File: config.mk
export PLATFORM = sky130hd
export DESIGN_NAME = positional_ordered_list_top
export DESIGN_NICKNAME = d
export VERILOG_FILES = /design/src/rtl/pol_pkg.sv /design/src/rtl/positional_ordered_list_top.sv /design/src/rtl/pol_ctrl.sv /design/src/rtl/pol_datapath.sv
export SDC_FILE = /design/constraint.sdc
export NUM_CORES = 1
export LEC_CHECK = 0
export ABC_AREA = 1
export ABC_CLOCK_PERIOD_IN_PS = 4400
export BUFFER_PORTS_ARGS = -buffer_cell sky130_fd_sc_hd__buf_2
export CORE_ASPECT_RATIO = 1.2
export CORE_MARGIN = 2
export CORE_UTILIZATION = 55
export CTS_BUF_LIST = sky130_fd_sc_hd__clkbuf_2
export DETAILED_ROUTE_END_ITERATION = 6
export PLACE_DENSITY = 0.71
export SYNTH_ARGS = -nofsm -noshare
export SYNTH_HDL_FRONTEND = slang
export SYNTH_HIERARCHICAL = 1
export SYNTH_SLANG_ARGS = --single-unit
File: constraint.sdc
create_clock -name aclk -period 4.4 [get_ports aclk]
set_input_delay 0 -clock aclk [delete_from_list [all_inputs] [get_ports aclk]]
set_output_delay 0 -clock aclk [all_outputs]
set_load 0.02 [all_outputs]
File: src/rtl/pol_pkg.sv
// shared types and constants for the positional ordered list
// used by pol_ctrl, pol_datapath and positional_ordered_list_top
`default_nettype none

package pol_pkg;

    localparam int DEF_CAPACITY = 32;

    localparam int KIND_W    = 3;
    localparam int POS_W     = 6;
    localparam int VAL_W     = 32;
    localparam int STAT_W    = 2;
    localparam int CNT_OUT_W = 6;
    // wide enough for count+1 at the largest capacity
    localparam int CMP_W     = 8;

    localparam int S_TDATA_W = 40;
    localparam int M_TDATA_W = 40;

    // request codes
    localparam logic [KIND_W-1:0] REQ_INS_FIRST = 3'd0;
    localparam logic [KIND_W-1:0] REQ_INS_LAST  = 3'd1;
    localparam logic [KIND_W-1:0] REQ_INS_AT    = 3'd2;
    localparam logic [KIND_W-1:0] REQ_DEL_FIRST = 3'd3;
    localparam logic [KIND_W-1:0] REQ_DEL_LAST  = 3'd4;
    localparam logic [KIND_W-1:0] REQ_DEL_AT    = 3'd5;
    localparam logic [KIND_W-1:0] REQ_DUMP      = 3'd6;

    // result status codes
    localparam logic [STAT_W-1:0] ST_OK     = 2'd0;
    localparam logic [STAT_W-1:0] ST_BADPOS = 2'd1;
    localparam logic [STAT_W-1:0] ST_FULL   = 2'd2;
    localparam logic [STAT_W-1:0] ST_EMPTY  = 2'd3;

    typedef enum logic [1:0] {
        OP_NONE,
        OP_INS,
        OP_DEL,
        OP_DUMP
    } op_t;

    typedef enum logic [2:0] {
        S_IDLE,
        S_DECIDE,
        S_SHIFT,
        S_COMMIT,
        S_DUMP_RD,
        S_DUMP_OUT
    } state_t;

    typedef struct packed {
        logic capture;
        logic setup;
        logic shift;
        logic commit;
        logic dump_out;
    } cmd_t;

    typedef struct packed {
        op_t  dec_op;
        logic shift_done;
        logic out_free;
        logic dump_last;
    } stat_t;

endpackage

`default_nettype wire

File: src/rtl/positional_ordered_list_top.sv
// insert/delete request: decided, then entries shifted (1..CAPACITY-1 moved), then committed
// one move per cycle through the single-port-write element memory, next request after commit
// dump: each element is a memory read, then the result register, the last one flagged
// a request that moves nothing, a rejected request or an empty list dump shifts no entries
// aresetn (synchronous, active low) empties the list and drops any pending result
// holds pol_pkg import, pol_ctrl and pol_datapath
`default_nettype none

module positional_ordered_list_top #(
    parameter int CAPACITY = pol_pkg::DEF_CAPACITY
) (
    input  wire logic                          aclk,
    input  wire logic                          aresetn,
    input  wire logic                          s_tvalid,
    output logic                               s_tready,
    input  wire logic [pol_pkg::S_TDATA_W-1:0] s_tdata,  // position, value, zero pad
    input  wire logic [pol_pkg::KIND_W-1:0]    s_tuser,  // req_type
    output logic                               m_tvalid,
    input  wire logic                          m_tready,
    output logic [pol_pkg::M_TDATA_W-1:0]      m_tdata,  // element_count, element_value, zero pad
    output logic [pol_pkg::STAT_W-1:0]         m_tuser,  // status
    output logic                               m_tlast   // last_result
);
    import pol_pkg::*;

    cmd_t  cmd;
    stat_t stat;

    pol_ctrl u_ctrl (
        .aclk     (aclk),
        .aresetn  (aresetn),
        .s_tvalid (s_tvalid),
        .s_tready (s_tready),
        .stat     (stat),
        .cmd      (cmd)
    );

    pol_datapath #(
        .CAPACITY (CAPACITY)
    ) u_datapath (
        .aclk     (aclk),
        .aresetn  (aresetn),
        .cmd      (cmd),
        .stat     (stat),
        .s_tdata  (s_tdata),
        .s_tuser  (s_tuser),
        .m_tvalid (m_tvalid),
        .m_tready (m_tready),
        .m_tdata  (m_tdata),
        .m_tuser  (m_tuser),
        .m_tlast  (m_tlast)
    );

    // one request in flight at a time
    a_one_request: assert property (@(posedge aclk) disable iff (!aresetn)
        (s_tvalid && s_tready) |=> !s_tready)
        else $error("request accepted while previous one is still in work");

    // only a dump result can be other than final, and a non-final dump result is ok
    a_error_final: assert property (@(posedge aclk) disable iff (!aresetn)
        (m_tvalid && m_tuser != ST_OK) |-> m_tlast)
        else $error("error or empty result not marked final");

    a_full_count: assert property (@(posedge aclk) disable iff (!aresetn)
        (m_tvalid && m_tuser == ST_FULL) |-> (m_tdata[CNT_OUT_W-1:0] == CNT_OUT_W'(CAPACITY)))
        else $error("full status with count below capacity");

    a_empty_count: assert property (@(posedge aclk) disable iff (!aresetn)
        (m_tvalid && m_tuser == ST_EMPTY) |-> (m_tdata[CNT_OUT_W-1:0] == '0))
        else $error("empty status with nonzero count");

endmodule

`default_nettype wire

File: src/rtl/pol_ctrl.sv
// request sequencer for the positional ordered list
// depends on pol_pkg for state, command and status types
`default_nettype none

module pol_ctrl (
    input  wire logic           aclk,
    input  wire logic           aresetn,
    input  wire logic           s_tvalid,
    output logic                s_tready,
    input  pol_pkg::stat_t      stat,
    output pol_pkg::cmd_t       cmd
);
    import pol_pkg::*;

    state_t state_reg;
    state_t state_next;

    always_ff @(posedge aclk) begin
        if (!aresetn) begin
            state_reg <= S_IDLE;
        end else begin
            state_reg <= state_next;
        end
    end

    always_comb begin
        state_next = state_reg;
        case (state_reg)
            S_IDLE: begin
                if (s_tvalid) begin
                    state_next = S_DECIDE;
                end
            end
            S_DECIDE: begin
                state_next = (stat.dec_op == OP_DUMP) ? S_DUMP_RD : S_SHIFT;
            end
            S_SHIFT: begin
                if (stat.shift_done) begin
                    state_next = S_COMMIT;
                end
            end
            S_COMMIT: begin
                if (stat.out_free) begin
                    state_next = S_IDLE;
                end
            end
            S_DUMP_RD: begin
                state_next = S_DUMP_OUT;
            end
            S_DUMP_OUT: begin
                if (stat.out_free) begin
                    state_next = stat.dump_last ? S_IDLE : S_DUMP_RD;
                end
            end
            default: begin
                state_next = S_IDLE;
            end
        endcase
    end

    always_comb begin
        cmd      = '0;
        s_tready = 1'b0;
        case (state_reg)
            S_IDLE: begin
                s_tready    = 1'b1;
                cmd.capture = s_tvalid;
            end
            S_DECIDE: begin
                cmd.setup = 1'b1;
            end
            S_SHIFT: begin
                cmd.shift = 1'b1;
            end
            S_COMMIT: begin
                cmd.commit = stat.out_free;
            end
            S_DUMP_OUT: begin
                cmd.dump_out = stat.out_free;
            end
            default: begin
                cmd = '0;
            end
        endcase
    end

endmodule

`default_nettype wire

File: src/rtl/pol_datapath.sv
// element store, count, shift pointers and result register of the list
// depends on pol_pkg; driven by commands from pol_ctrl
`default_nettype none

module pol_datapath #(
    parameter int CAPACITY = pol_pkg::DEF_CAPACITY
) (
    input  wire logic                          aclk,
    input  wire logic                          aresetn,
    input  pol_pkg::cmd_t                      cmd,
    output pol_pkg::stat_t                     stat,
    input  wire logic [pol_pkg::S_TDATA_W-1:0] s_tdata,
    input  wire logic [pol_pkg::KIND_W-1:0]    s_tuser,
    output logic                               m_tvalid,
    input  wire logic                          m_tready,
    output logic [pol_pkg::M_TDATA_W-1:0]      m_tdata,
    output logic [pol_pkg::STAT_W-1:0]         m_tuser,
    output logic                               m_tlast
);
    import pol_pkg::*;

    localparam int IDX_W = $clog2(CAPACITY);
    localparam int CNT_W = $clog2(CAPACITY + 1);

    // request fields
    logic [KIND_W-1:0]  kind_reg;
    logic [POS_W-1:0]   pos_reg;
    logic [VAL_W-1:0]   val_reg;

    logic [CNT_W-1:0]   count_reg;
    logic [CNT_W-1:0]   count_next;

    op_t                op_reg;
    logic [STAT_W-1:0]  status_reg;
    logic [CNT_W-1:0]   idx_reg;
    logic [CNT_W-1:0]   src_reg;
    logic [CNT_W-1:0]   moves_reg;
    logic               up_reg;
    logic               pend_reg;
    logic               pend_next;
    logic [CNT_W-1:0]   pend_src_reg;
    logic [VAL_W-1:0]   rd_data_reg;

    logic [VAL_W-1:0]   mem [CAPACITY];

    logic               out_valid_reg;
    logic [STAT_W-1:0]  out_status_reg;
    logic [CNT_OUT_W-1:0] out_count_reg;
    logic [VAL_W-1:0]   out_value_reg;
    logic               out_last_reg;

    // decision on the captured request
    logic [CMP_W-1:0]   cnt8;
    logic [CMP_W-1:0]   pos8;
    op_t                dec_op;
    logic [STAT_W-1:0]  dec_status;
    logic [CMP_W-1:0]   dec_idx;
    logic [CMP_W-1:0]   dec_src;
    logic [CMP_W-1:0]   dec_moves;
    logic               dec_up;

    logic               wr_en;
    logic [IDX_W-1:0]   wr_addr;
    logic [VAL_W-1:0]   wr_data;
    logic [CNT_W-1:0]   wr_pos;
    logic               out_load;

    assign cnt8 = CMP_W'(count_reg);
    assign pos8 = CMP_W'(pos_reg);

    always_comb begin
        dec_op     = OP_NONE;
        dec_status = ST_OK;
        dec_idx    = '0;
        dec_src    = '0;
        dec_moves  = '0;
        dec_up     = 1'b0;
        case (kind_reg)
            REQ_INS_FIRST, REQ_INS_LAST, REQ_INS_AT: begin
                if (kind_reg == REQ_INS_FIRST) begin
                    dec_idx = '0;
                end else if (kind_reg == REQ_INS_LAST) begin
                    dec_idx = cnt8;
                end else begin
                    dec_idx = pos8 - CMP_W'(1);
                end
                // position is checked ahead of fullness
                if (kind_reg == REQ_INS_AT && (pos8 == '0 || pos8 > cnt8 + CMP_W'(1))) begin
                    dec_status = ST_BADPOS;
                end else if (cnt8 >= CMP_W'(CAPACITY)) begin
                    dec_status = ST_FULL;
                end else begin
                    dec_op    = OP_INS;
                    dec_moves = cnt8 - dec_idx;
                    dec_src   = cnt8 - CMP_W'(1);
                    dec_up    = 1'b0;
                end
            end
            REQ_DEL_FIRST, REQ_DEL_LAST, REQ_DEL_AT: begin
                if (kind_reg == REQ_DEL_FIRST) begin
                    dec_idx = '0;
                end else if (kind_reg == REQ_DEL_LAST) begin
                    dec_idx = cnt8 - CMP_W'(1);
                end else begin
                    dec_idx = pos8 - CMP_W'(1);
                end
                if (cnt8 == '0) begin
                    dec_status = ST_EMPTY;
                end else if (kind_reg == REQ_DEL_AT && (pos8 == '0 || pos8 > cnt8)) begin
                    dec_status = ST_BADPOS;
                end else begin
                    dec_op    = OP_DEL;
                    dec_moves = cnt8 - CMP_W'(1) - dec_idx;
                    dec_src   = dec_idx + CMP_W'(1);
                    dec_up    = 1'b1;
                end
            end
            REQ_DUMP: begin
                if (cnt8 == '0) begin
                    dec_status = ST_EMPTY;
                end else begin
                    dec_op = OP_DUMP;
                end
            end
            default: begin
                dec_status = ST_OK;
            end
        endcase
    end

    always_comb begin
        count_next = count_reg;
        if (cmd.commit && op_reg == OP_INS) begin
            count_next = count_reg + CNT_W'(1);
        end else if (cmd.commit && op_reg == OP_DEL) begin
            count_next = count_reg - CNT_W'(1);
        end
    end

    assign pend_next = cmd.shift && (moves_reg != '0);

    // moved entry lands one place above its source on insert, one below on delete
    assign wr_pos  = up_reg ? (pend_src_reg - CNT_W'(1)) : (pend_src_reg + CNT_W'(1));
    assign wr_en   = (cmd.shift && pend_reg) || (cmd.commit && op_reg == OP_INS);
    assign wr_addr = cmd.commit ? idx_reg[IDX_W-1:0] : wr_pos[IDX_W-1:0];
    assign wr_data = cmd.commit ? val_reg : rd_data_reg;

    always_ff @(posedge aclk) begin
        if (wr_en) begin
            mem[wr_addr] <= wr_data;
        end
        rd_data_reg <= mem[src_reg[IDX_W-1:0]];
    end

    always_ff @(posedge aclk) begin
        if (cmd.capture) begin
            kind_reg <= s_tuser;
            pos_reg  <= s_tdata[POS_W-1:0];
            val_reg  <= s_tdata[POS_W+VAL_W-1:POS_W];
        end
        if (cmd.setup) begin
            op_reg     <= dec_op;
            status_reg <= dec_status;
            idx_reg    <= dec_idx[CNT_W-1:0];
            src_reg    <= dec_src[CNT_W-1:0];
            moves_reg  <= dec_moves[CNT_W-1:0];
            up_reg     <= dec_up;
        end else if (cmd.shift && moves_reg != '0) begin
            src_reg   <= up_reg ? (src_reg + CNT_W'(1)) : (src_reg - CNT_W'(1));
            moves_reg <= moves_reg - CNT_W'(1);
        end else if (cmd.dump_out) begin
            src_reg <= src_reg + CNT_W'(1);
        end
        if (cmd.shift) begin
            pend_src_reg <= src_reg;
        end
        if (out_load) begin
            if (cmd.dump_out) begin
                out_status_reg <= ST_OK;
                out_count_reg  <= CNT_OUT_W'(count_reg);
                out_value_reg  <= rd_data_reg;
                out_last_reg   <= stat.dump_last;
            end else begin
                out_status_reg <= status_reg;
                out_count_reg  <= CNT_OUT_W'(count_next);
                out_value_reg  <= '0;
                out_last_reg   <= 1'b1;
            end
        end
    end

    assign out_load = cmd.commit || cmd.dump_out;

    always_ff @(posedge aclk) begin
        if (!aresetn) begin
            count_reg     <= '0;
            pend_reg      <= 1'b0;
            out_valid_reg <= 1'b0;
        end else begin
            count_reg <= count_next;
            pend_reg  <= pend_next;
            if (out_load) begin
                out_valid_reg <= 1'b1;
            end else if (m_tready) begin
                out_valid_reg <= 1'b0;
            end
        end
    end

    always_comb begin
        stat.dec_op     = dec_op;
        stat.shift_done = (moves_reg == '0) && !pend_reg;
        stat.out_free   = !out_valid_reg || m_tready;
        stat.dump_last  = (CMP_W'(src_reg) + CMP_W'(1)) == cnt8;
    end

    assign m_tvalid = out_valid_reg;
    assign m_tuser  = out_status_reg;
    assign m_tlast  = out_last_reg;
    assign m_tdata  = {{(M_TDATA_W - CNT_OUT_W - VAL_W){1'b0}}, out_value_reg, out_count_reg};

endmodule

`default_nettype wire

== Word-level counts from Yosys, hierarchy flattened ==
Memories as Yosys holds them, arrays and structs flattened. A register that Yosys moved wholly into a read port is not among the register bits.
Cells that the tools add are included.
Cells by class
  mux-type cells: 59
  reduce and logical (&&, ||, !) cells: 27
  magnitude comparators: 3
  add/subtract/negate cells: 14
  multipliers: 0
  div/mod/pow operators: 0
  bitwise operators: 1
  shifts and indexed selects: 0
  equal/unequal tests: 19
Operators with widths (number)
  $mux W6: 23
  $mux W32: 1
  $sub A6 B1 Y6 const B: 5
  $pmux W6 S2: 2
  $add A6 B1 Y6 const B: 3
  $mux W3: 6
  $pmux W3 S6: 1
  $logic_not A8 Y1: 2
  $mux W2: 8
  $eq A3 B3 Y1 const B: 5
  $add A6 B1 Y7 const B: 2
  $mux W1: 13
  $eq A3 B2 Y1 const B: 4
  $pmux W2 S3: 2
  $sub A6 B6 Y6: 2
  $mux W5: 2
  $pmux W5 S2: 1
  $eq A8 B6 Y1: 1
  $gt A6 B8 Y1: 1
  $logic_and A1 B1 Y1: 7
  $eq A3 B1 Y1 const B: 2
  $ge A6 B6 Y1 const B: 1
  $gt A6 B6 Y1: 1
  $logic_not A3 Y1: 2
  16 further kinds: 26
Storage, ports and cells
  bits in latches: 0
  output and inout bits: 45
  memory bits (writable): 1024
  logic and storage cells: 142
  register bits after elaboration: 120
  memories: 1
  memory bits (read-only): 0
  bits of input ports: 47
Memory list
  u_datapath.mem: words 32, bits a word 32, read ports 1, clocked after Yosys merged registers in 1, write ports 1, RTL line pol_datapath.sv:44  | logic [VAL_W-1:0] mem [CAPACITY];

== Depth between registers and ports, before layout ==
Gate-level depths: netlist (run 1).
  depth after elaboration: 9
  mapped depth: 23
  depth with buffers taken out: 21

== By module ==
Netlist (run 1), hierarchy kept.
By module, submodules not included
  pol_datapath: seq. area each 34823.4 um^2, instances 1, area each 47649.4 um^2, cells each 3845
  pol_ctrl: seq. area each 60.1 um^2, instances 1, area each 242.7 um^2, cells each 47

== Worst setup path after synthesis (run 1) ==
Ideal clock, no wire load.
  kind: register -> register
  start: register u_datapath.up_reg
  end: memory u_datapath.mem[4][0] (enable)
  setup slack: 840 ps
  required time: 3979 ps
  arrival time: 3139 ps
  cell stages (with the launch flop): 12
  setup time: 421 ps
  period minus slack after synthesis: 3560 ps
  path through: edfxtp_1 -> fa_1 -> nand2_1 -> nand2_1 -> a21oi_1 -> xor2_1 -> nand2_1 -> o21ai_0 -> nand2_1 -> inv_1 -> nand2_1 -> nor2_1
Between the ends
  longest elaborated chain between the ends: 2
Ends and longest elaborated chain
  start: declaration: RTL line pol_datapath.sv:38  | logic up_reg;
  start signal: assignment: RTL line pol_datapath.sv:167  | up_reg <= dec_up;
  $mux W5: RTL line pol_datapath.sv:143  | assign wr_pos = up_reg ? (pend_src_reg - CNT_W'(1)) : (pend_src_reg + CNT_W'(1));
  $mux W5: RTL line pol_datapath.sv:145  | assign wr_addr = cmd.commit ? idx_reg[IDX_W-1:0] : wr_pos[IDX_W-1:0];
  end: declaration: RTL line pol_datapath.sv:44
Every way passes these cells.

==> impl_metrics.env, run 1 <==
export IMPL_status="complete, but fails checks"
export IMPL_violations="DRC"
export IMPL_muxShareOfSynthArea_pct=2.47
export IMPL_drtPass1Iterations=7
export IMPL_wire_per_inst_um=22.7
export IMPL_grt_pass1_vias=31600
export IMPL_synth_top_area_cell="edfxtp_1"
export IMPL_slew_violations=0
export IMPL_cp_num_buf_inv=3
export IMPL_final_hold_viol_count=0
export IMPL_r2r_cells=22
export IMPL_grt_overflow_total=0
export IMPL_setup_viol=0
export IMPL_dpl_hpwl_um=68900
export IMPL_post_cts_resized=0
export IMPL_clock_sinks=1176
export IMPL_vdd_drop_max_v=0.000696
export IMPL_synth_compound_area_share_pct=8.27
export IMPL_dieArea_mm2=0.0895
export IMPL_boundaryPins=92
export IMPL_syn_area_mm2=0.0479
export IMPL_ys_ff_latch=1176
export IMPL_hold_path_end="u_datapath/val_reg[30]$_DFFE_PP_"
export IMPL_critical_path_top_delay_family="simple AND/OR/NAND/NOR gates"
export IMPL_fin_skew_ns=0.138
export IMPL_nFillCells=6551
export IMPL_layout_nets=4359
export IMPL_r2r_start="u_datapath/count_reg[1]$_SDFF_PN0_"
export IMPL_wl_um=127000
export IMPL_cap_violations=0
export IMPL_htreeDepth=5
export IMPL_synthCells=3892
export IMPL_rsz0062_at_grt="no"
export IMPL_num_rows=118
export IMPL_reg2reg_to="u_ctrl/state_reg[2]$_SDFFE_PN0P_"
export IMPL_final_setup_tns_ns=0
export IMPL_path_class="reg -> reg"
export IMPL_synth_top_family_by_area="simple AND/OR/NAND/NOR gates"
export IMPL_layout_min_cycle_time_ns=3.86
export IMPL_stdcell_area_mm2=0.0538
export IMPL_coreArea_mm2=0.0862
export IMPL_ff2ff_setup_slack_ns=0.54
export IMPL_fp_dieH_um=327
export IMPL_post_route_period_util_pct=87.6
export IMPL_critPathMaxFanout=12
export IMPL_cp_end_kind="register"
export IMPL_synth_adder_area_share_pct=1.01
export IMPL_cts_tree="yes"
export IMPL_gp_congestion=0.918
export IMPL_largest_reg_flops=1024
export IMPL_antenna_found_initial=3
export IMPL_register_area_mm2=0.0349
export IMPL_track_usage_pct=28.5
export IMPL_grt_start_max_net_pins=165
export IMPL_drt_iter0_markers=3622
export IMPL_p_per_area_mw_per_mm2=611
export IMPL_leakagePower_nw=20.0
export IMPL_holdWs_ns=0.242
export IMPL_cp_slowest_stage_delay_ns=0.58
export IMPL_synth_top_area_share_pct=71.0
export IMPL_max_freq_ghz=0.259
export IMPL_avgSynthCellArea_um2=12.3
export IMPL_fp_dieW_um=273
export IMPL_yosysWarnings=6
export IMPL_arrival_ns=5.24
export IMPL_areaGrowthSynthToFinish_pct=12.4
export IMPL_cp_common_cell="nand2_1"
export IMPL_yosysUniqueCellTypes=43
export IMPL_worstSkewPairLatency_ns=1.45
export IMPL_drive_gt1_share_pct=14.4
export IMPL_start_util_pct=55.5
export IMPL_route_detailed_drc=3
export IMPL_synth_area_leaders="edfxtp_1, nand2_1, nor2_1"
export IMPL_crit_slowest_cell="dfxtp_1"
export IMPL_whs_path_depth=5
export IMPL_clock_path_buffers=4
export IMPL_synthSimpleGateAreaFrac_pct=11.9
export IMPL_place_area_mm2=0.0500
export IMPL_max_slew_margin_pct=14.9
export IMPL_cts_buffers=291
export IMPL_largest_register="u_datapath/mem"
export IMPL_cp_start_kind="register"
export IMPL_synthXorXnorAreaFrac_pct=0.366
export IMPL_ys_seq_area_share_pct=72.8
export IMPL_worst_slew_pin_slew_ns=1.27
export IMPL_multi_input_area_mm2=0.0118
export IMPL_grt_pass1_wl_um=189000
export IMPL_vias=32500
export IMPL_cts_root_buf="clkbuf_2"
export IMPL_hp_start="s_tvalid"
export IMPL_hold_class="in -> reg"
export IMPL_power_w=0.0329
export IMPL_clk_pin_slew_ns=0.12
export IMPL_ant_nets=0
export IMPL_vias_per_cell=5.80
export IMPL_critical_path_cell_chain="inv_1, nor3_2, nand2_1, o21ai_1, nand2_1, ha_1, nand2_1, nor2_1, nand3_1, o21a_1, nand2_1, nand2_1, nand2_1, nand2_1, nand2_1, nand2_1, inv_1, nand3_1, nand2_1, nand3_1, a21oi_1, dlygate4sd3_1"
export IMPL_critPathRequiredTime_ns=5.79
export IMPL_io_buffers=87
==> power breakdown <==
part | internal [W] | total (W) | switching, W
Combinational | 0.00296 | 0.0113 | 0.00838
Sequential | 0.0144 | 0.0148 | 0.000361
Clock | 0.00259 | 0.00670 | 0.00412
Total | 0.0200 | 0.0329 | 0.0129
==> area by class of cell <==
type | count | area share (%)
diodes | 2 | 0.00930
flip-flops and latches | 1176 | 64.8
clock inverters | 88 | 0.791
clock buffers | 394 | 3.66
multi-input cells | 2373 | 21.9
well taps | 1140 | 2.65
inverters | 130 | 0.935
repair buffers | 303 | 5.25
==> logic make-up (layout without fill, tap and decap cells) <==
kind of cell | after synthesis | in the layout
flip-flops | 1176 | 1176
AO/OA/AOI/OAI | 742 | 742
buffers and inverters | 344 | 915
adder cells (fa/ha/maj) | 37 | 37
other | 1 | 4
AND/OR/NAND/NOR | 1454 | 1454
multiplexers | 118 | 118
XOR/XNOR | 20 | 20
==> cell usage after synthesis, drive strengths merged <==
library cell  number
or2                6
o21bai             1
o311ai             1
a211oi             1
clkinv             2
conb               1
a32oi              2
o221ai             3
o211ai             4
fa                 3
clkbuf           100
nor3               6
edfxtp          1133
nand3b             4
ha                34
a21oi            246
o21ai            324
a31oi              2
buf              114
dfxtp             43
inv              128
nor2             494
o22ai            156
mux2i            118
o21a               1
nand2            813
nand3            124
xnor2              5
xor2              15
a22o               1
nand4              7
==> how the worst max path moves through the flow <==
stage | from | end | slack [ns] | depth (start not counted)
after floorplan | u_datapath/up_reg$_SDFFCE_PP0P_ | u_datapath/mem[4][0]$_DFFE_PP_ | 0.84 | 11
after global placement | u_ctrl/state_reg[2]$_SDFFE_PN0P_ | u_datapath/mem[10][16]$_DFFE_PP_ | 1.01 | 10
after detailed placement | u_ctrl/state_reg[2]$_SDFFE_PN0P_ | u_datapath/mem[10][16]$_DFFE_PP_ | 0.98 | 10
after CTS | u_datapath/count_reg[1]$_SDFF_PN0_ | u_ctrl/state_reg[2]$_SDFFE_PN0P_ | 0.59 | 22
after global routing | u_datapath/count_reg[1]$_SDFF_PN0_ | u_ctrl/state_reg[2]$_SDFFE_PN0P_ | 0.15 | 22
final | u_datapath/count_reg[1]$_SDFF_PN0_ | u_ctrl/state_reg[2]$_SDFFE_PN0P_ | 0.54 | 22
==> worst min-delay path, stage by stage <==
cell           delay (ns)
dlygate4sd3_1        0.54
buf_2                0.12
dlygate4sd3_1        0.55
inv_1                0.13
nor2_4               0.15
==> per-layer routing <==
| metal | global-route usage, % | vias to the layer above | share of wire [%] |
|---|---|---|---|
| met1 | 35.5 | 15700 | 37 |
| li1 | - | 14800 | - |
| met3 | 6.00 | 288 | 9.5 |
| met2 | 48.5 | 1794 | 50 |
| met4 | 12.1 | 0 | 3.6 |
| met5 | 0 | - | 0 |
==> placed cells by master, fill, tap and decap left out, types with 2 or more instances in the layout <==
cell type / n
edfxtp_1: 1133
nand2_1: 809
nor2_1: 457
clkbuf_2: 394
o21ai_0: 291
a21oi_1: 245
o22ai_1: 156
dlygate4sd3_1: 137
nand3_1: 124
mux2i_1: 118
inv_1: 114
buf_2: 87
clkinv_1: 71
buf_4: 45
dfxtp_1: 43
nor2_4: 36
ha_1: 34
buf_12: 34
o21ai_1: 33
clkinv_2: 15
xor2_1: 15
inv_2: 12
nand4_1: 7
or2_2: 6
xnor2_1: 5
nor3_1: 4
nand2_2: 4
o211ai_1: 4
nand3b_1: 4
bufinv_16: 3
o221ai_1: 3
fa_1: 3
diode_2: 2
a32oi_1: 2
nor3_2: 2
inv_4: 2
a31oi_1: 2
conb_1: 2
==> through the flow <==
stage	utilization, %	cells	worst slack [ns]
after detailed placement	58.0	4985	0.979
after floorplan	-	3893	0.840
after CTS	62.4	5604	0.595
after global placement	58.0	4985	1.01
after global routing	62.4	5606	0.148
final	62.4	5606	0.544
==> what timing repair did <==
item                       in CTS  in global routing
setup endpoints to repair       0                  0
hold buffers                  137                  0
setup buffers                   0                  0
hold endpoints to repair      233                  0
No activity file was read; power rests on OpenSTA's default activity.
==> inputs of run 2 (changes only) <==
--- a/config.mk
+++ b/config.mk
@@ -11,7 +11,7 @@
 export CORE_ASPECT_RATIO = 1.2
 export CORE_MARGIN = 2
 export CORE_UTILIZATION = 55
-export CTS_BUF_LIST = sky130_fd_sc_hd__clkbuf_2
+export CTS_BUF_LIST = sky130_fd_sc_hd__clkbuf_8 sky130_fd_sc_hd__clkbuf_16
 export DETAILED_ROUTE_END_ITERATION = 6
 export PLACE_DENSITY = 0.71
 export SYNTH_ARGS = -nofsm -noshare
==> impl_metrics.env, run 2 (synthesis gave the netlist of run 1 again) <==
export IMPL_num_rows=118
export IMPL_r2r_cells=22
export IMPL_cap_violations=0
export IMPL_antenna_found_initial=2
export IMPL_critPathMaxFanout=12
export IMPL_setup_viol=0
export IMPL_final_common_cell="edfxtp_1"
export IMPL_wl_um=124000
export IMPL_r2r_start="u_datapath/count_reg[1]$_SDFF_PN0_"
export IMPL_clock_path_buffers=3
export IMPL_final_hold_viol_count=0
export IMPL_status="complete, no violations"
export IMPL_start_util_pct=55.5
export IMPL_multi_input_area_mm2=0.0118
export IMPL_final_setup_tns_ns=0
export IMPL_whs_path_depth=2
export IMPL_final_cell_mix="edfxtp_1, nand2_1, nor2_1, o21ai_0, a21oi_1"
export IMPL_holdWs_ns=0.0272
export IMPL_fin_skew_ns=0.0496
export IMPL_register_area_mm2=0.0349
export IMPL_grt_start_max_net_pins=165
export IMPL_rsz0062_at_grt="no"
export IMPL_fp_dieW_um=273
export IMPL_critPathRequiredTime_ns=5.04
export IMPL_post_route_period_util_pct=87.1
export IMPL_worst_slew_pin_slew_ns=1.30
export IMPL_grt_overflow_total=0
export IMPL_cp_start_kind="register"
export IMPL_vias=31100
export IMPL_areaGrowthSynthToFinish_pct=13.1
export IMPL_wire_per_inst_um=23.6
export IMPL_path_class="reg -> reg"
export IMPL_slew_violations=0
export IMPL_p_per_area_mw_per_mm2=653
export IMPL_coreArea_mm2=0.0862
export IMPL_dpl_hpwl_um=68900
export IMPL_max_freq_ghz=0.261
export IMPL_fp_dieH_um=327
export IMPL_cp_end_kind="register"
export IMPL_track_usage_pct=27.6
export IMPL_route_detailed_drc=0
export IMPL_worstSkewPairLatency_ns=0.71
export IMPL_drt_iter0_markers=3846
export IMPL_grt_pass1_wl_um=183000
export IMPL_clk_pin_slew_ns=0.07
export IMPL_leakagePower_nw=19.6
export IMPL_largest_reg_flops=1024
export IMPL_reg2reg_to="u_ctrl/state_reg[2]$_SDFFE_PN0P_"
export IMPL_gp_congestion=0.918
export IMPL_vias_per_cell=5.92
export IMPL_clock_sinks=1176
export IMPL_layout_nets=4095
export IMPL_nFillCells=6375
export IMPL_boundaryPins=92
export IMPL_drive_gt1_share_pct=9.79
export IMPL_ff2ff_setup_slack_ns=0.57
export IMPL_cts_tree="yes"
export IMPL_io_buffers=87
export IMPL_htreeDepth=3
export IMPL_post_cts_resized=0
export IMPL_layout_min_cycle_time_ns=3.83
export IMPL_drtPass1Iterations=6
export IMPL_dieArea_mm2=0.0895
export IMPL_cts_buffers=109
export IMPL_hold_class="in -> reg"
export IMPL_hold_path_end="u_datapath/val_reg[11]$_DFFE_PP_"
export IMPL_vdd_drop_max_v=0.000774
export IMPL_ant_nets=0
export IMPL_grt_pass1_vias=30000
export IMPL_diodes=0
export IMPL_max_slew_margin_pct=12.8
export IMPL_cts_root_buf="clkbuf_16"
export IMPL_hp_start="s_tdata[17]"
export IMPL_arrival_ns=4.48
export IMPL_largest_register="u_datapath/mem"
-- run 2: power breakdown --
part           leakage (nW)  switching, W  internal (W)  total (W)
clock network          1.86       0.00410       0.00519    0.00930
registers              10.6      0.000360        0.0145     0.0148
logic                  7.17       0.00835       0.00291     0.0113
-- run 2: how the worst max path moves through the flow --
| stage | startpoint | end | slack, ns |
|---|---|---|---|
| final | u_datapath/count_reg[1]$_SDFF_PN0_ | u_ctrl/state_reg[2]$_SDFFE_PN0P_ | 0.57 |
| after floorplan | u_datapath/up_reg$_SDFFCE_PP0P_ | u_datapath/mem[4][0]$_DFFE_PP_ | 0.84 |
| after global routing | u_datapath/count_reg[1]$_SDFF_PN0_ | u_ctrl/state_reg[2]$_SDFFE_PN0P_ | 0.12 |
| after CTS | u_datapath/count_reg[1]$_SDFF_PN0_ | u_ctrl/state_reg[2]$_SDFFE_PN0P_ | 0.58 |
| after global placement | u_ctrl/state_reg[2]$_SDFFE_PN0P_ | u_datapath/mem[10][16]$_DFFE_PP_ | 1.01 |
| after detailed placement | u_ctrl/state_reg[2]$_SDFFE_PN0P_ | u_datapath/mem[10][16]$_DFFE_PP_ | 0.98 |
-- run 2: layer usage --
metal,part of all wire [%],track usage (%),vias up,wire (µm)
met1,37,35.2,15100,46100
met3,9.2,4.06,280,11400
met5,0,0,-,0
met2,50,47.2,1669,61400
li1,-,-,14100,-
met4,4.2,12.0,0,5190
-- run 2: metrics by stage --
stage	utilization [%]	std cells	cell area [µm²]	setup WS [ns]	power [W]
finish	62.8	5248	54200	0.569	0.0354
global route	62.8	5248	54200	0.118	0.0369
CTS	62.8	5248	54200	0.582	0.0353
detailed placement	58.0	4985	50000	0.979	0.0260
global placement	58.0	4985	50000	1.01	0.0258
floorplan	-	3893	47900	0.840	0.0223
-- run 2: layout make-up --
type                       instances  share of cell area, %
clock buffer                     116                   5.21
multi-input combinational       2373                   21.7
inverter                         130                  0.929
clock inverter                    92                   1.40
timing repair buffer             221                   3.70
tap                             1140                   2.63
sequential                      1176                   64.4
-- run 2: worst max-delay path: stages (launching register included) --
cell and delay [ns]:
dfxtp_1 0.55, inv_1 0.24, nor3_2 0.27, nand2_1 0.08, o21ai_1 0.18, nand2_1 0.08, ha_1 0.29, nand2_1 0.07
nor2_1 0.13, nand3_1 0.09, o21a_1 0.11, nand2_1 0.07, nand2_1 0.06, nand2_1 0.33, nand2_1 0.09, nand2_1 0.12
nand2_1 0.09, inv_1 0.06, nand3_1 0.07, nand2_1 0.07, nand3_1 0.07, a21oi_1 0.11, dlygate4sd3_1 0.55
-- run 2: repair_timing --
item,in CTS,in global routing
endpoints found under the hold margin,68,0
setup buffers,0,0
hold buffers,55,0
